==> src/design/dnle_pkg.sv <==
// shared types and constants of the dns name label encoder
package dnle_pkg;

  localparam int CHAR_W        = 8;
  localparam int CAP_W         = 11;
  localparam int LEN_W         = 11;
  localparam int LABEL_MAX_DEF = 62;
  localparam int APB_DATA_W    = 32;
  localparam int APB_ADDR_W    = 2;

  localparam logic [CHAR_W-1:0] DOT_CHAR  = 8'd46;
  localparam logic [CHAR_W-1:0] TERM_BYTE = 8'd0;
  localparam logic [CAP_W-1:0]  CAP_RESET = 11'd512;

  typedef enum logic [1:0] {
    ST_IDLE,
    ST_LEN,
    ST_CHR,
    ST_TERM
  } dnle_state_t;

  typedef struct packed {
    logic store_char;
    logic drop_label;
    logic load_len;
    logic load_chr;
    logic finish_label;
    logic load_term;
    logic clear_name;
  } dnle_cmd_t;

  typedef struct packed {
    logic is_end;
    logic is_dot;
    logic stopped;
    logic cap_zero;
    logic label_empty;
    logic label_fits;
    logic last_chr;
    logic out_free;
  } dnle_status_t;

endpackage

==> src/design/dnle_if.sv <==
// valid/ready channel interfaces for characters in and encoded words out
interface dnle_in_if;
  import dnle_pkg::*;

  logic              valid;
  logic              ready;
  logic [CHAR_W-1:0] ch;
  logic              end_of_name;

  modport source (output valid, output ch, output end_of_name, input ready);
  modport sink   (input valid, input ch, input end_of_name, output ready);
endinterface

interface dnle_out_if;
  import dnle_pkg::*;

  logic              valid;
  logic              ready;
  logic [CHAR_W-1:0] out_byte;
  logic              name_done;
  logic [LEN_W-1:0]  encoded_length;

  modport source (output valid, output out_byte, output name_done, output encoded_length,
                  input ready);
  modport sink   (input valid, input out_byte, input name_done, input encoded_length,
                  output ready);
endinterface

==> src/design/dns_name_label_encoder.sv <==
// top level: dns name label encoder with apb capacity register
// a plain character is taken while the controller is idle; a dot or end item
// is taken too, and the input is then held while the length word and label
// characters of a flushed label are loaded (one label ram read each) and, on
// an end item, while the terminator word is loaded
// rst is synchronous: clears counters and state, capacity returns to 512
module dns_name_label_encoder #(
  parameter int LABEL_MAX = dnle_pkg::LABEL_MAX_DEF
) (
  input  logic                             clk,
  input  logic                             rst,
  dnle_in_if.sink                          chars,
  dnle_out_if.source                       codes,
  input  logic                             psel,
  input  logic                             penable,
  input  logic                             pwrite,
  input  logic [dnle_pkg::APB_ADDR_W-1:0]  paddr,
  input  logic [dnle_pkg::APB_DATA_W-1:0]  pwdata,
  output logic [dnle_pkg::APB_DATA_W-1:0]  prdata,
  output logic                             pready
);
  import dnle_pkg::*;

  logic [CAP_W-1:0] out_capacity;
  logic             cfg_write;
  logic             cap_sel;
  dnle_cmd_t        cmd;
  dnle_status_t     status;

  // apb access: one register at byte address 0, no wait states
  assign pready    = 1'b1;
  assign cap_sel   = (paddr == '0);
  assign cfg_write = psel && penable && pwrite && pready && cap_sel;

  // reads of the capacity word, zero elsewhere in the byte range
  assign prdata = cap_sel ? APB_DATA_W'(out_capacity) : '0;

  // writes to the other byte offsets are ignored
  always_ff @(posedge clk) begin
    if (rst) begin
      out_capacity <= CAP_RESET;
    end else if (cfg_write) begin
      out_capacity <= pwdata[CAP_W-1:0];
    end
  end

  // controller decides per word what the datapath does
  dnle_ctrl u_ctrl (
    .clk      (clk),
    .rst      (rst),
    .in_valid (chars.valid),
    .in_ready (chars.ready),
    .status   (status),
    .cmd      (cmd)
  );

  // datapath holds the label buffer, counters and the output word register,
  // so the next character is taken while a finished word waits downstream
  dnle_dp #(
    .LABEL_MAX (LABEL_MAX)
  ) u_dp (
    .clk            (clk),
    .rst            (rst),
    .cap            (out_capacity),
    .ch             (chars.ch),
    .end_of_name    (chars.end_of_name),
    .cmd            (cmd),
    .status         (status),
    .out_valid      (codes.valid),
    .out_ready      (codes.ready),
    .out_byte       (codes.out_byte),
    .name_done      (codes.name_done),
    .encoded_length (codes.encoded_length)
  );

endmodule

==> src/design/dnle_ram.sv <==
// generic single write port ram with registered read
module dnle_ram #(
  parameter int WIDTH = dnle_pkg::CHAR_W,
  parameter int DEPTH = dnle_pkg::LABEL_MAX_DEF,
  localparam int AW   = (DEPTH > 1) ? $clog2(DEPTH) : 1
) (
  input  logic             clk,
  input  logic             we,
  input  logic [AW-1:0]    waddr,
  input  logic [WIDTH-1:0] wdata,
  input  logic             re,
  input  logic [AW-1:0]    raddr,
  output logic [WIDTH-1:0] rdata
);

  logic [WIDTH-1:0] mem [DEPTH];

  always_ff @(posedge clk) begin
    if (we) begin
      mem[waddr] <= wdata;
    end
    if (re) begin
      rdata <= mem[raddr];
    end
  end

endmodule

==> src/design/dnle_dp.sv <==
// datapath: label buffer, name counters and output word register
module dnle_dp #(
  parameter int LABEL_MAX = dnle_pkg::LABEL_MAX_DEF
) (
  input  logic                         clk,
  input  logic                         rst,
  input  logic [dnle_pkg::CAP_W-1:0]   cap,
  input  logic [dnle_pkg::CHAR_W-1:0]  ch,
  input  logic                         end_of_name,
  input  dnle_pkg::dnle_cmd_t          cmd,
  output dnle_pkg::dnle_status_t       status,
  output logic                         out_valid,
  input  logic                         out_ready,
  output logic [dnle_pkg::CHAR_W-1:0]  out_byte,
  output logic                         name_done,
  output logic [dnle_pkg::LEN_W-1:0]   encoded_length
);
  import dnle_pkg::*;

  localparam int CW = $clog2(LABEL_MAX + 2);
  localparam int AW = (LABEL_MAX > 1) ? $clog2(LABEL_MAX) : 1;
  localparam int SW = LEN_W + 1;
  localparam logic [CW-1:0] COUNT_MAX  = CW'(LABEL_MAX);
  localparam logic [CW-1:0] COUNT_OVER = CW'(LABEL_MAX + 1);

  logic [CW-1:0]     label_count;
  logic [CW-1:0]     idx;
  logic [CW-1:0]     idx_inc;
  logic [LEN_W-1:0]  written_count;
  logic              stopped;
  logic [SW-1:0]     need;
  logic              ram_we;
  logic              ram_re;
  logic [AW-1:0]     ram_raddr;
  logic [CHAR_W-1:0] ram_rdata;

  // bytes in use after this label plus the terminator
  assign need    = SW'(written_count) + SW'(label_count) + SW'(2);
  assign idx_inc = idx + CW'(1);

  assign status.is_end      = end_of_name;
  assign status.is_dot      = (ch == DOT_CHAR);
  assign status.stopped     = stopped;
  assign status.cap_zero    = (cap == '0);
  assign status.label_empty = (label_count == '0);
  assign status.label_fits  = (label_count <= COUNT_MAX) && (need <= SW'(cap));
  assign status.last_chr    = (idx_inc == label_count);
  assign status.out_free    = !out_valid || out_ready;

  assign ram_we    = cmd.store_char && (label_count < COUNT_MAX);
  assign ram_re    = cmd.load_len || (cmd.load_chr && !status.last_chr);
  assign ram_raddr = cmd.load_len ? '0 : idx_inc[AW-1:0];

  dnle_ram #(
    .WIDTH (CHAR_W),
    .DEPTH (LABEL_MAX)
  ) u_label_ram (
    .clk   (clk),
    .we    (ram_we),
    .waddr (label_count[AW-1:0]),
    .wdata (ch),
    .re    (ram_re),
    .raddr (ram_raddr),
    .rdata (ram_rdata)
  );

  always_ff @(posedge clk) begin
    if (rst) begin
      label_count   <= '0;
      written_count <= '0;
      stopped       <= 1'b0;
      out_valid     <= 1'b0;
    end else begin
      if (cmd.store_char) begin
        label_count <= (label_count < COUNT_MAX) ? label_count + CW'(1) : COUNT_OVER;
      end
      if (cmd.drop_label) begin
        label_count <= '0;
        if (!status.cap_zero) begin
          stopped <= 1'b1;
        end
      end
      if (cmd.load_len) begin
        written_count <= written_count + LEN_W'(1) + LEN_W'(label_count);
      end
      if (cmd.finish_label) begin
        label_count <= '0;
      end
      if (cmd.load_term || cmd.clear_name) begin
        label_count   <= '0;
        written_count <= '0;
        stopped       <= 1'b0;
      end
      if (cmd.load_len || cmd.load_chr || cmd.load_term) begin
        out_valid <= 1'b1;
      end else if (out_ready) begin
        out_valid <= 1'b0;
      end
    end
  end

  always_ff @(posedge clk) begin
    if (cmd.load_len) begin
      idx <= '0;
    end else if (cmd.load_chr) begin
      idx <= idx_inc;
    end
  end

  always_ff @(posedge clk) begin
    if (cmd.load_len) begin
      out_byte       <= CHAR_W'(label_count);
      name_done      <= 1'b0;
      encoded_length <= '0;
    end else if (cmd.load_chr) begin
      out_byte       <= ram_rdata;
      name_done      <= 1'b0;
      encoded_length <= '0;
    end else if (cmd.load_term) begin
      out_byte       <= TERM_BYTE;
      name_done      <= 1'b1;
      encoded_length <= written_count + LEN_W'(1);
    end
  end

endmodule

==> src/design/dnle_ctrl.sv <==
// controller: sequences label emission and the terminator word
module dnle_ctrl (
  input  logic                   clk,
  input  logic                   rst,
  input  logic                   in_valid,
  output logic                   in_ready,
  input  dnle_pkg::dnle_status_t status,
  output dnle_pkg::dnle_cmd_t    cmd
);
  import dnle_pkg::*;

  dnle_state_t state;
  dnle_state_t state_next;
  logic        end_pending;
  logic        end_pending_next;
  logic        flush;

  always_ff @(posedge clk) begin
    if (rst) begin
      state       <= ST_IDLE;
      end_pending <= 1'b0;
    end else begin
      state       <= state_next;
      end_pending <= end_pending_next;
    end
  end

  // an end item flushes only a nonempty label, a dot always flushes
  assign flush = status.is_end ? !status.label_empty : 1'b1;

  always_comb begin
    state_next       = state;
    end_pending_next = end_pending;
    in_ready         = 1'b0;
    cmd              = '0;
    unique case (state)
      ST_IDLE: begin
        in_ready = 1'b1;
        if (in_valid) begin
          end_pending_next = status.is_end;
          priority if (status.is_end || (status.is_dot && !status.stopped)) begin
            if (flush && !status.cap_zero && !status.stopped && status.label_fits) begin
              state_next = ST_LEN;
            end else if (status.is_end && status.cap_zero) begin
              // capacity zero: the name closes with no word at all
              cmd.clear_name = 1'b1;
            end else begin
              cmd.drop_label = flush;
              if (status.is_end) begin
                state_next = ST_TERM;
              end
            end
          end else if (!status.is_dot && !status.stopped) begin
            cmd.store_char = 1'b1;
          end else begin
            // stopped: characters and dots are dropped until the end item
          end
        end
      end
      ST_LEN: begin
        if (status.out_free) begin
          cmd.load_len = 1'b1;
          if (status.label_empty) begin
            cmd.finish_label = 1'b1;
            state_next       = end_pending ? ST_TERM : ST_IDLE;
          end else begin
            state_next = ST_CHR;
          end
        end
      end
      ST_CHR: begin
        if (status.out_free) begin
          cmd.load_chr = 1'b1;
          if (status.last_chr) begin
            cmd.finish_label = 1'b1;
            state_next       = end_pending ? ST_TERM : ST_IDLE;
          end
        end
      end
      ST_TERM: begin
        if (status.out_free) begin
          cmd.load_term = 1'b1;
          state_next    = ST_IDLE;
        end
      end
    endcase
  end

endmodule

==> src/flat_wrapper.sv <==
// flat-port wrapper written by rule: the top's interface ports become plain ports
module dns_name_label_encoder_flat import dnle_pkg::*;
#(
  parameter int LABEL_MAX = dnle_pkg::LABEL_MAX_DEF
)
  (clk, rst, psel, penable, pwrite, paddr, pwdata, prdata, pready, chars_valid, chars_ch, chars_end_of_name, chars_ready, codes_valid, codes_out_byte, codes_name_done, codes_encoded_length, codes_ready);
  dnle_in_if chars_i ();
  dnle_out_if codes_i ();
  input  logic clk;
  input  logic rst;
  input  logic psel;
  input  logic penable;
  input  logic pwrite;
  input  logic [dnle_pkg::APB_ADDR_W-1:0] paddr;
  input  logic [dnle_pkg::APB_DATA_W-1:0] pwdata;
  output logic [dnle_pkg::APB_DATA_W-1:0] prdata;
  output logic pready;
  input wire logic [$bits(chars_i.valid)-1:0] chars_valid;
  input wire logic [$bits(chars_i.ch)-1:0] chars_ch;
  input wire logic [$bits(chars_i.end_of_name)-1:0] chars_end_of_name;
  output wire logic [$bits(chars_i.ready)-1:0] chars_ready;
  output wire logic [$bits(codes_i.valid)-1:0] codes_valid;
  output wire logic [$bits(codes_i.out_byte)-1:0] codes_out_byte;
  output wire logic [$bits(codes_i.name_done)-1:0] codes_name_done;
  output wire logic [$bits(codes_i.encoded_length)-1:0] codes_encoded_length;
  input wire logic [$bits(codes_i.ready)-1:0] codes_ready;
  assign chars_i.valid = chars_valid;
  assign chars_i.ch = chars_ch;
  assign chars_i.end_of_name = chars_end_of_name;
  assign chars_ready = chars_i.ready;
  assign codes_valid = codes_i.valid;
  assign codes_out_byte = codes_i.out_byte;
  assign codes_name_done = codes_i.name_done;
  assign codes_encoded_length = codes_i.encoded_length;
  assign codes_i.ready = codes_ready;
  dns_name_label_encoder #(.LABEL_MAX(LABEL_MAX)) u_core (.clk(clk), .rst(rst), .chars(chars_i), .codes(codes_i), .psel(psel), .penable(penable), .pwrite(pwrite), .paddr(paddr), .pwdata(pwdata), .prdata(prdata), .pready(pready));
endmodule
==> config.mk <==
export PLATFORM = sky130hd
export DESIGN_NAME = dns_name_label_encoder_flat
export DESIGN_NICKNAME = d
export VERILOG_FILES = /design/src/design/dnle_pkg.sv /design/src/design/dnle_if.sv /design/src/design/dns_name_label_encoder.sv /design/src/design/dnle_ram.sv /design/src/design/dnle_dp.sv /design/src/design/dnle_ctrl.sv /design/src/flat_wrapper.sv
export SDC_FILE = /design/constraint.sdc
export NUM_CORES = 1
export LEC_CHECK = 0
export ABC_AREA = 1
export ABC_CLOCK_PERIOD_IN_PS = 4500
export BUFFER_PORTS_ARGS = -buffer_cell sky130_fd_sc_hd__buf_2
export CELL_PAD_IN_SITES_DETAIL_PLACEMENT = 0
export CELL_PAD_IN_SITES_GLOBAL_PLACEMENT = 1
export CORE_MARGIN = 2
export CORE_UTILIZATION = 50
export DETAILED_ROUTE_END_ITERATION = 16
export GPL_ROUTABILITY_DRIVEN = 0
export PLACE_DENSITY_LB_ADDON = 0.1
export SYNTH_ARGS = -nofsm -noshare
export SYNTH_HDL_FRONTEND = slang
export SYNTH_SLANG_ARGS = --single-unit
==> constraint.sdc <==
create_clock -name clk -period 4.5 [get_ports clk]
set_input_delay 0.225 -clock clk [delete_from_list [all_inputs] [get_ports clk]]
set_output_delay 0.225 -clock clk [all_outputs]
set_load 0.005 [all_outputs]
; ---- Word-level counts from Yosys, hierarchy flattened
; Memory sizes are Yosys's and may differ from the RTL's. A register that Yosys moved wholly into a read port is not among the register bits.
; Index checks and enable logic that the tools add are counted.
[word_totals]
out_inout_bits = 55
mem_count = 1
ff_bits = 59
elab_cells = 118
in_bits = 50
ram_bits = 496
latchBits = 0
rom_bits = 0
[op_classes]
n_shift = 0
multipliers = 0
div_mod_pow = 0
bitwise_logic = 1
magnitude_cmp = 3
n_addsub = 6
n_mux = 45
reduce_logical = 37
eq_ne = 13
[memory_table]
columns = memory, depth, word_bits, read_ports, rd_ports_with_merged_regs, write_ports, line
row1 = u_core.u_dp.u_label_ram.mem, 62, 8, 1, 1, 1, dnle_ram.sv:16  ; logic [WIDTH-1:0] mem [DEPTH];
[op_table]
columns = op, count
row1 = $mux 2, 14
row2 = $mux 1, 23
row3 = $mux 6, 3
row4 = $mux 8, 2
row5 = $add 11x6->12, 1
row6 = $add 12x2->12 const B, 1
row7 = $add 6x1->6 const B, 2
row8 = $le 12x11->1, 1
row9 = $logic_and 1x1->1, 12
row10 = $add 11x1->11 const B, 1
row11 = $add 11x6->11, 1
row12 = $logic_not 11->1, 1
row13 = $mux 11, 1
row14 = $eq 8x6->1 const B, 1
row15 = $pmux 2 s4, 1
row16 = $reduce_and 8->1, 1
row17 = $eq 6x6->1, 1
row18 = $le 6x6->1 const B, 1
row19 = $logic_not 1->1, 6
row20 = $logic_not 6->1, 1
row21 = $logic_or 1x1->1, 6
row22 = $lt 6x6->1 const B, 1
row23 = $ne 2x1->1 const B, 3
row24 = $ne 2x2->1 const B, 3
row25 = other kinds (11), 17

; ---- Logic depth before layout (Yosys ltp)
; Gate-level depths: netlist of the first run.
[logic_depth]
depth_word = 13
ltp_mapped = 25
ltp_nobuf = 25

; ---- By module
; From an unflattened synthesis of the first run, not the netlist that was laid out.
[unflattened]
hier_cells = 2391
hier_area_um2 = 24958.9
[by_module_without_submodules]
columns = mod, cells_per_inst, instances, area_each_um2, seq_area_each_um2
row1 = dnle_ram, 1756, 1, 20546.0, 15134.5
row2 = dnle_dp, 446, 1, 3239.4, 960.9
row3 = dns_name_label_encoder, 123, 1, 778.2, 220.2
row4 = dnle_ctrl, 66, 1, 395.4, 60.1

; ---- Worst setup path after synthesis of the first run
; Ideal clock, no wire load.
[synth_path]
path_type = register to register
from = register u_core.u_dp.label_count[1]
to = register u_core.u_ctrl.state[0]
required_time_ns = 4.387
path_slack_ns = 0.971
arrival_ns = 3.416
path_stages_with_launch = 24
path_buffers = 0
synth_period_minus_slack_ns = 3.529
setup_ns = 0.113
cell_sequence = dfxtp_1 inv_1 ha_1 inv_1 ha_1 inv_1 fa_1 o21ai_0 a31oi_1 xor2_1 ha_1 a21o_1 nor2_1 nand2_1 nand2_1 nand2_1 nand2_1 nand2_1 nand2_1 nand2_1 nand3_1 nand3_1 nor2_1 nor2_1
[synth_between]
elab_chain_len = 10
elab_cells_between_ends = 22
classes_between = add/sub: 2 / order compare: 2 / eq/ne: 4 / mux: 7 / reduce/logical: 7
[synth_lines]
columns = element, line
row1 = from (decl), dnle_dp.sv:26  ; logic [CW-1:0] label_count;
row2 = from (signal assigned), dnle_dp.sv:75  ; label_count <= (label_count < COUNT_MAX) ? label_count + CW'(1) : COUNT_OVER;
row3 = "parallel branches: the longest is 10 deep, another holds $add 11x6->12", -
row4 = to (signal assigned), dnle_ctrl.sv:23  ; state <= state_next;
row5 = to (decl), dnle_ctrl.sv:12  ; dnle_state_t state;
; Several ways; the timed one is not identified. The select of a mux whose other input is x is not followed.
; A chain may end at the register's enable or synchronous reset.

; ---- Worst setup path after layout of the first run
[layout_path]
from = register u_core.u_dp.label_count[0]
to = register u_core.u_ctrl.state[1]
; The elaborated chain is that of the path after synthesis.

==> results of run 1 <==
-- critical path: cells and delay by family (launching register included) --
family          cells  cell delay (ns)
simple gates       12             1.01
buf+inv             1             0.06
flops               1             0.58
xor+xnor            1             0.18
compound gates      3             0.66
fa+ha+maj           4             1.14
-- cells by family (layout without fill, tap and decap cells) --
group,count (synthesis),count (layout),synth area share [%]
AO/OA/AOI/OAI,462,462,11.6
XOR/XNOR,24,24,1.00
adder cells (fa/ha/maj),40,40,2.13
buffers and inverters,241,358,4.74
flip-flops,563,563,67.5
other,2,22,0.0310
AND/OR/NAND/NOR,752,752,13.0
-- placed cells by master, fill, tap and decap left out, drive strengths merged, types with 40 or more instances in the layout --
cell / Yosys / layout
o211ai: 40 / 40
buf: 88 / 128
a21oi: 66 / 66
edfxtp: 510 / 510
nand3: 111 / 111
clkbuf: 45 / 72
nand2: 261 / 261
o21ai: 221 / 221
dfxtp: 53 / 53
o221ai: 67 / 67
inv: 106 / 106
nor2: 325 / 325
-- how the worst min path moves through the flow --
| stage | start | depth (start not counted) | slack, ns | to |
|---|---|---|---|---|
| finish | codes_ready | 4 | 0.05 | u_core.u_dp.out_byte[7] |
| global route | rst | 4 | 0.05 | u_core.out_capacity[9] |
| CTS | codes_ready | 4 | 0.02 | u_core.u_dp.out_byte[7] |
| detailed placement | u_core.u_dp.out_byte[7] | 2 | 0.45 | u_core.u_dp.out_byte[7] |
| global placement | u_core.u_dp.out_byte[6] | 2 | 0.45 | u_core.u_dp.out_byte[6] |
| floorplan | chars_ch[0] | 0 | 0.32 | u_core.u_dp.u_label_ram.mem[0][0] |
-- routing by layer --
metal,GRT usage [%],vias to the layer above,share of wire [%]
li1,-,7665,-
met1,36.1,7973,43
met2,43.0,606,48
met3,3.36,107,6.7
met4,7.35,0,2.4
met5,0,-,0
-- cell type report --
| class | instances | area (sq um) |
|---|---|---|
| clock buffers | 72 | 1550 |
| fillers | 4028 | 20700 |
| inverters | 108 | 408 |
| repair buffers | 142 | 1010 |
| well taps | 615 | 769 |
| multi-input cells | 1300 | 6820 |
| clock inverters | 36 | 258 |
| flip-flops and latches | 563 | 16400 |
-- per-stage QoR --
stage               hold slack (ns)  cell area, sq um  cells  util, %  total power, mW
floorplan                     0.324             24300   2104        -             11.9
global placement              0.451             25200   2714     52.8             14.9
detailed placement            0.449             25200   2714     52.8             15.0
CTS                          0.0199             27200   2836     56.8             19.6
global route                 0.0548             27200   2836     56.8             20.6
finish                       0.0508             27200   2836     56.8             19.5
-- sequential cells by signal, summed over array words and instances, names as in the netlist, 6 cells and up --
signal and flops:
u_core.u_dp.label_count 6, u_core.u_dp.u_label_ram.mem 496, u_core.u_dp.encoded_length 11, u_core.out_capacity 11, u_core.u_dp.out_byte 8, u_core.u_dp.u_label_ram.rdata 8
u_core.u_dp.written_count 11, u_core.u_dp.idx 6
-- power by group --
part	total, mW	switching (mW)	internal (mW)
Clock	4.57	1.98	2.59
Sequential	6.18	0.162	6.01
Combinational	8.77	6.16	2.61
Total	19.5	8.30	11.2
==> key figures, run 1 <==
Finish
  • Synth-to-layout area growth: 12.1%
  • Final net count: 2263
  • Layout cells sized above 1: 11.5%
  • Antenna cells: 0

Routing
  • Via count: 16400
  • Drt via density: 5.77
  • Total wire length: 64700 um
  • Avg WL per Cell: 22.8 um
  • Final ANT Viol Nets: 0
  • First DRT Iteration DRCs: 1680
  • Total iterations of the first detailed-routing run: 5
  • DRC errors left: 0

Global route
  • GR Overflow Total: 0
  • Vias in the first global route: 15600
  • First-pass GRT wire length: 97400 um
  • GRT Resource Usage Total: 25.9%
  • Largest net degree at the start of global routing: 68
  • Initial antenna violation count: 0

Worst setup path
  • Crit path capture type: register
  • CP max stage delay: 0.58 ns
  • CP max-delay cell: dfxtp_1
  • Reg-to-reg endpoint: u_core.u_ctrl.state[1]
  • CP Cell Sequence: ha_1, ha_1, inv_1, fa_1, o21ai_0, a31oi_1, xor2_1, ha_1, a21o_1, nor2_1, nand2_1, nand2_1, nand2_1, nand2_1, nand2_1, nand2_1, nand2_1, nand3_1, nand3_1, nor2_1, nor2_1
  • Crit path to: u_core.u_ctrl.state[1]
  • Worst-path fanout max: 12
  • Worst r2r src: u_core.u_dp.label_count[0]
  • Critical path data required time: 5.01 ns
  • CP Launch Type: register
  • Reg2reg path depth: 21
  • CP Class: reg2reg
  • Arr. time, crit path: 4.24 ns
  • Cell mode on critical path: nand2_1
  • Setup crit start: u_core.u_dp.label_count[0]
  • Setup slack, reg-to-reg: 0.77 ns

Synthesis
  • Main synth FF type: edfxtp_1
  • Cells after Synth: 2084
  • Ys Warns: 0
  • Asr flop ratio synth: 0%
  • Most common cell in the synthesized netlist: edfxtp_1
  • Syn avg cell area: 11.6 sq um
  • Area share of the largest cell type after synthesis: 63.2%
  • EDFF count, synth: 510
  • Mapped Area: 0.0242 sq mm
  • Yosys reg bits: 563
  • Count of cell types in the netlist: 48
  • Commonest cells in the netlist: edfxtp_1 (510), nor2_1 (318), nand2_1 (256)
  • Ranking of synthesized cells by area: edfxtp_1 (63%), nor2_1 (4.9%), o21ai_0 (4.4%), dfxtp_1 (4.4%), nand2_1 (4.0%)
  • Yosys top cell by area: edfxtp_1
  • Seq/Total Area, Yosys: 67.5%

STA
  • RSZ-0062 raised after global routing: false
  • Setup TNS: 0 ns
  • Final period utilization: 82.8%
  • Slew @ Worst Pin: 1.31 ns
  • FMAX: 0.268 GHz
  • Skew final: 0.0268 ns
  • Final Hold Fails: 0
  • Final Max Tran Viols: 0
  • Worst Slack Setup Final: 0.772 ns
  • Final period demand of the worst path: 3.73 ns
  • Final Setup Violations: 0
  • Worst slew margin: 12.3%

Pwr
  • PwrDens: 718 mW/mm^2
  • Max IR drop VDD: 452 uV
  • Lkg Pwr: 9.69 nW

Place
  • Dpl hpwl: 39000 um
  • Port Buffers: 61
  • Place WS: 0.738 ns

Clocking
  • CTS resizes: 0
  • Clk root buf: clkbuf_16
  • Num CTS Buffers: 58
  • Clock-pin slew of the registers on the worst-case setup and hold paths: 0.06 ns
  • Cts hold-fix bufs: 14
  • CTS tree: built
  • Postcts setup bufs: 0
  • CTS Sinks: 563
  • H-Tree Depth: 2
  • Later-pin clock latency in the skew report: 0.63 ns
  • Max clock buf depth: 3

Die
  • Rows: 80
  • Top-Level Pins: 105
  • Starting density of the core: 50.7%
  • Core area: 0.0478 sq mm
  • Die area: 0.0503 sq mm
  • Die width: 224 um
  • Die Y: 224 um

Outcome
  • Status: finished, final reports clean

Flow run
  • Max-Cap Viols: 0

Worst hold path
  • Hold WC Path Type: in2reg
(Power assumes the default switching activity.)
==> run 2, diff against run 1 <==
--- a/config.mk
+++ b/config.mk
@@ -6,7 +6,7 @@
 export NUM_CORES = 1
 export LEC_CHECK = 0
 export ABC_AREA = 1
-export ABC_CLOCK_PERIOD_IN_PS = 4500
+export ABC_CLOCK_PERIOD_IN_PS = 3700
 export BUFFER_PORTS_ARGS = -buffer_cell sky130_fd_sc_hd__buf_2
 export CELL_PAD_IN_SITES_DETAIL_PLACEMENT = 0
 export CELL_PAD_IN_SITES_GLOBAL_PLACEMENT = 1
==> constraint.sdc (replaced) <==
create_clock -name clk -period 3.7 [get_ports clk]
set_input_delay 0.185 -clock clk [delete_from_list [all_inputs] [get_ports clk]]
set_output_delay 0.185 -clock clk [all_outputs]
set_load 0.005 [all_outputs]
==> key figures, run 2 (synthesized netlist as in run 1, its figures left out) <==
Routing
  • DRC errors left: 0 (unchanged)
  • Via count: 16600 (+1.3%)
  • Avg WL per Cell: 23.0 um (+0.65%)
  • Total wire length: 65400 um (+1.0%)
  • Final ANT Viol Nets: 0 (unchanged)
  • Drt via density: 5.82 (+0.94%)
  • First DRT Iteration DRCs: 1633 (-2.8%)
  • Total iterations of the first detailed-routing run: 6 (+1)

Clocking
  • Postcts setup bufs: 0 (unchanged)
  • Clock-pin slew of the registers on the worst-case setup and hold paths: 0.06 ns (about the same)
  • CTS Sinks: 563 (unchanged)
  • CTS tree: built
  • Later-pin clock latency in the skew report: 0.63 ns (about the same)
  • H-Tree Depth: 2 (unchanged)
  • Max clock buf depth: 3 (unchanged)
  • Clk root buf: clkbuf_16
  • Num CTS Buffers: 58 (unchanged)

Finish
  • Largest Register: u_core.u_dp.u_label_ram.mem
  • Synth-to-layout area growth: 13.0%
  • Max FFs per register: 496 (unchanged)
  • Layout cells sized above 1: 12.3% (+0.75 points)
  • Most common cell after layout, fill and taps aside: edfxtp_1
  • Non-filler instance count after layout: 2847 (+0.39%)
  • Commonest cells after routing, fill and taps aside: edfxtp_1 (510), nor2_1 (317), nand2_1 (254)
  • Antenna cells: 0 (unchanged)
  • Final net count: 2276 (+0.57%)

STA
  • Slew @ Worst Pin: 1.05 ns (-0.260 ns)
  • Final period utilization: 90.2% (+7.3 points)
  • Final Setup Violations: 0 (unchanged)
  • Final Hold Fails: 0 (unchanged)
  • Worst slew margin: 29.5% (+17 points)
  • Skew final: 0.0195 ns (-0.00727 ns)
  • FMAX: 0.300 GHz (+12%)
  • Worst Slack Setup Final: 0.364 ns (-0.408 ns)
  • Final period demand of the worst path: 3.34 ns (-0.392 ns)
  • Final Max Tran Viols: 0 (unchanged)

Outcome
  • Status: finished, final reports clean

Worst setup path
  • Arr. time, crit path: 3.88 ns (-0.36 ns)
  • Reg2reg path depth: 22 (+4.8%)
  • Crit path capture type: register
  • CP delay by family, top: adder cells
  • Critical path data required time: 4.25 ns (-0.76 ns)
  • Worst-path fanout max: 6 (-6)
  • CP max-delay cell: fa_2
  • CP Launch Type: register
  • Critical path buffers and inverters: 3 (+2)
  • CP Cell Sequence: inv_1, ha_1, inv_1, ha_1, inv_1, fa_2, o21ai_2, a31oi_2, xor2_1, ha_1, a21o_1, nor2_1, nand2_1, nand2_1, nand2_1, nand2_1, nand2_1, nand2_2, nand2_2, nand2_1, nand3_1, nor2_1
  • CP Class: reg2reg
  • WP depth: 22 (+4.8%)
  • Cell mode on critical path: nand2_1
  • CP max stage delay: 0.41 ns (-0.17 ns)

Die
  • Top-Level Pins: 105 (unchanged)
  • Rows: 80 (unchanged)
  • Die Y: 224 um (unchanged)
  • Starting density of the core: 50.7% (unchanged)
  • Die width: 224 um (unchanged)
  • Die area: 0.0503 sq mm (unchanged)
  • Core area: 0.0478 sq mm (unchanged)

Place
  • Port Buffers: 61 (unchanged)
  • Dpl hpwl: 40100 um (+3.0%)
  • Inst Count DP: 2727 (+0.48%)
  • Place WS: 0.0700 ns (-0.668 ns)

Worst hold path
  • Hold WC Path Type: in2reg
  • Hold Path Depth: 6 (+2)

Pwr
  • Max IR drop VDD: 663 uV (+47%)
  • Total Power: 24.0 mW (+23%)
  • Lkg Pwr: 9.79 nW (+1.0%)
  • PwrDens: 875 mW/mm^2 (+22%)

Flow run
  • Max-Cap Viols: 0 (unchanged)

Global route
  • Vias in the first global route: 16000 (+2.4%)
  • GRT Resource Usage Total: 26.1% (+0.25 points)
  • Largest net degree at the start of global routing: 102 (+50%)
  • First-pass GRT wire length: 97900 um (+0.56%)
  • GR Overflow Total: 0 (unchanged)
  • Initial antenna violation count: 0 (unchanged)
==> run 2: timing repair <==
| item | CTS | global route |
|---|---|---|
| setup endpoints to repair | 0 | 9 |
| resized for setup | 0 | 7 |
| hold buffers | 14 | 0 |
| endpoints found under the hold margin | 15 | 0 |
==> run 2: layer usage <==
metal | vias to the layer above | track usage [%] | wire length (um)
met4 | 0 | 8.65 | 1910
met5 | - | 0 | 0
li1 | 7680 | - | -
met1 | 8131 | 35.1 | 27100
met2 | 635 | 43.8 | 31800
met3 | 122 | 4.11 | 4640
==> run 2: final timing paths <==
kind	from	end	slack (ns)
worst max-delay path	u_core.u_dp.label_count[1]	u_core.u_dp.label_count[4]	0.36
worst min-delay path	chars_end_of_name	u_core.u_dp.stopped	0.07
worst max register to register	u_core.u_dp.label_count[1]	u_core.u_dp.label_count[4]	0.36
worst min register to register	u_core.u_dp.out_byte[7]	u_core.u_dp.out_byte[7]	0.45
==> run 2: cell type report <==
class / instances / area (sq um)
well taps: 615 / 769
clock buffers: 77 / 1560
fillers: 3976 / 20500
flip-flops and latches: 563 / 16400
multi-input cells: 1300 / 6840
repair buffers: 155 / 1180
inverters: 108 / 408
clock inverters: 29 / 248
==> run 2: worst min-delay path, cell delays in order <==
cell and delay, ns:
buf_2 0.12, nand2_1 0.08, nand3_1 0.07, nor3_1 0.06
nand3_1 0.07, a21oi_1 0.06
==> run 2: report_power, final <==
part	internal (mW)	total, mW	switching [mW]
logic	3.32	10.8	7.49
clock network	3.23	5.63	2.40
registers	7.31	7.50	0.190
total	13.9	24.0	10.1
==> run 2: per-stage QoR <==
stage / hold slack [ns] / TNS [ns] / area [sq um] / utilization (%)
detailed placement: 0.457 / 0 / 25400 / 53.1
global placement: 0.449 / 0 / 25400 / 53.1
finish: 0.0667 / 0 / 27400 / 57.2
floorplan: 0.284 / 0 / 24300 / -
CTS: 0.0459 / 0 / 27400 / 57.2
global route: 0.105 / -0.00730 / 27400 / 57.2
==> run 3, diff against run 2 <==
--- a/config.mk
+++ b/config.mk
@@ -15,6 +15,8 @@
 export DETAILED_ROUTE_END_ITERATION = 16
 export GPL_ROUTABILITY_DRIVEN = 0
 export PLACE_DENSITY_LB_ADDON = 0.1
+export RECOVER_POWER = 50
+export SKIP_CTS_REPAIR_TIMING = 1
 export SYNTH_ARGS = -nofsm -noshare
 export SYNTH_HDL_FRONTEND = slang
 export SYNTH_SLANG_ARGS = --single-unit
==> key figures, run 3 (synthesized netlist as in run 1, its figures left out) <==
Routing
  • First DRT Iteration DRCs: 1562 (-4.3%)
  • Avg WL per Cell: 23.0 um (+0.21%)
  • Total wire length: 65500 um (+0.18%)
  • Final ANT Viol Nets: 0 (unchanged)
  • Total iterations of the first detailed-routing run: 5 (-1)
  • Via count: 16600 (-0.036%)
  • DRC errors left: 0 (unchanged)
  • Drt via density: 5.82 (about the same)

Clocking
  • Max clock buf depth: 3 (unchanged)
  • CTS tree: built
  • Later-pin clock latency in the skew report: 0.63 ns (about the same)
  • H-Tree Depth: 2 (unchanged)
  • Clk root buf: clkbuf_16
  • Clock-pin slew of the registers on the worst-case setup and hold paths: 0.05 ns (about the same)
  • Num CTS Buffers: 58 (unchanged)
  • CTS Sinks: 563 (unchanged)

Place
  • Dpl hpwl: 40100 um (unchanged)
  • Port Buffers: 61 (unchanged)
  • DP Area: 0.0254 sq mm (unchanged)
  • Inst Count DP: 2727 (unchanged)

Die
  • Starting density of the core: 50.7% (unchanged)
  • Rows: 80 (unchanged)
  • Top-Level Pins: 105 (unchanged)
  • Die Y: 224 um (unchanged)
  • Die width: 224 um (unchanged)
  • Die area: 0.0503 sq mm (unchanged)
  • Core area: 0.0478 sq mm (unchanged)

Global route
  • Largest net degree at the start of global routing: 102 (unchanged)
  • GR Overflow Total: 0 (unchanged)
  • GRT Resource Usage Total: 26.1% (-0.038 points)
  • First-pass GRT wire length: 97800 um (-0.14%)
  • Initial antenna violation count: 0 (unchanged)
  • Vias in the first global route: 16000 (-0.29%)

Worst setup path
  • Cell mode on critical path: nand2_1
  • Worst r2r src: u_core.u_dp.label_count[1]
  • CP Cell Sequence: inv_1, ha_1, inv_1, ha_1, inv_1, fa_2, o21ai_2, a31oi_2, xor2_1, ha_1, a21o_1, nor2_1, nand2_1, nand2_1, nand2_1, nand2_1, nand2_1, nand2_2, nand2_2, nand2_1, nand3_1, nor2_1
  • Critical path data required time: 4.25 ns (about the same)
  • Reg-to-reg endpoint: u_core.u_dp.label_count[4]
  • Setup slack, reg-to-reg: 0.36 ns (about the same)
  • CP Class: reg2reg
  • CP Launch Type: register
  • Worst-path fanout max: 6 (unchanged)
  • Crit path to: u_core.u_dp.label_count[4]
  • Reg2reg path depth: 22 (unchanged)
  • CP max stage delay: 0.41 ns (about the same)
  • CP max-delay cell: fa_2
  • Crit path capture type: register
  • Arr. time, crit path: 3.89 ns (about the same)
  • Setup crit start: u_core.u_dp.label_count[1]

Flow run
  • Max-Cap Viols: 8 (+8)

Finish
  • Largest Register: u_core.u_dp.u_label_ram.mem
  • Final core utilization: 57.1% (-0.13 points)
  • Max FFs per register: 496 (unchanged)
  • Most common cell after layout, fill and taps aside: edfxtp_1
  • Layout cells sized above 1: 11.1% (-1.2 points)
  • Non-filler instance count after layout: 2846 (-0.035%)
  • Fin area: 0.0273 sq mm (-0.23%)
  • Synth-to-layout area growth: 12.7%
  • Final net count: 2275 (-0.044%)
  • Area of the multi-input gates: 0.00684 sq mm (unchanged)
  • Commonest cells after routing, fill and taps aside: edfxtp_1 (510), nor2_1 (317), nand2_1 (254)
  • Fillers: 3994 (+0.45%)
  • Register area: 0.0164 sq mm (unchanged)
  • Antenna cells: 0 (unchanged)

Pwr
  • PwrDens: 877 mW/mm^2 (+0.22%)
  • Total Power: 24.0 mW (about the same)
  • Lkg Pwr: 9.68 nW (-1.1%)
  • Max IR drop VDD: 663 uV (about the same)

STA
  • Final Hold Fails: 1 (+1)
  • Final Setup Violations: 0 (unchanged)
  • Final period demand of the worst path: 3.34 ns (+0.00127 ns)
  • Worst slew margin: -125% (-150 points)
  • Final period utilization: 90.2% (about the same)
  • Slew @ Worst Pin: 3.38 ns (+2.33 ns)
  • FMAX: 0.300 GHz (about the same)
  • Final Max Tran Viols: 504 (+504)
  • Setup TNS: 0 ns (unchanged)
  • Skew final: 0.0154 ns (-0.00415 ns)
  • WHS: -0.00557 ns (-0.0723 ns)

Outcome
  • Status: finished with violations
  • Violated checks: negative hold slack, max-capacitance violations, max-slew violations

Worst hold path
  • Hold path start: codes_ready
  • Hold WC Path Type: in2reg
==> run 3: changes by cell type in the layout (fill, tap and decap cells not counted) <==
cell	change
clkbuf_1	+26
clkbuf_2	+7
dlygate4sd3_1	-1
buf_2	-25
buf_4	-8
==> run 3: power breakdown <==
part           internal, mW  switching (mW)  total, mW  leakage [nW]
logic                  3.31            7.49       10.8          3.78
clock network          3.23            2.40       5.63         0.882
registers              7.33           0.191       7.52          5.03
total                  13.9            10.1       24.0          9.68
==> run 3: metal layers <==
metal | vias to the layer above | share of wire (%) | GRT usage [%]
met1 | 8144 | 41 | 35.1
li1 | 7675 | - | -
met2 | 623 | 49 | 43.7
met5 | - | 0 | 0
met3 | 120 | 7.1 | 4.11
met4 | 0 | 2.9 | 8.65
==> run 3: worst min-delay path by stage <==
stage,end,cells past startpoint
global placement,u_core.u_dp.out_byte[6],2
floorplan,u_core.u_dp.u_label_ram.mem[0][0],0
global route,u_core.u_dp.out_byte[6],4
detailed placement,u_core.u_dp.out_byte[7],2
finish,u_core.u_dp.out_byte[7],4
CTS,u_core.out_capacity[9],3
==> run 3: layout make-up <==
type / count / share of cell area, %
clock buffers: 77 / 5.72
clock inverters: 29 / 0.907
inverters: 108 / 1.49
multi-input cells: 1300 / 25.0
flip-flops and latches: 563 / 59.9
well taps: 615 / 2.82
repair buffers: 154 / 4.10
==> run 3: through the flow <==
stage          hold WS, ns  worst slack [ns]
2_1_floorplan        0.284             0.171
3_3_place_gp         0.449             0.123
3_5_place_dp         0.457            0.0700
4_1_cts             -0.163            0.0549
5_1_grt             0.0453          -0.00730
6_report          -0.00557             0.362
==> run 3: worst max-delay path, delay by kind of cell, from the launching register on <==
kind	cells	cell delay, ns
adder cells (fa/ha/maj)	4	1.15
AND/OR/NAND/NOR	11	0.94
buffers and inverters	3	0.20
flip-flops	1	0.34
XOR/XNOR	1	0.16
AO/OA/AOI/OAI	3	0.49
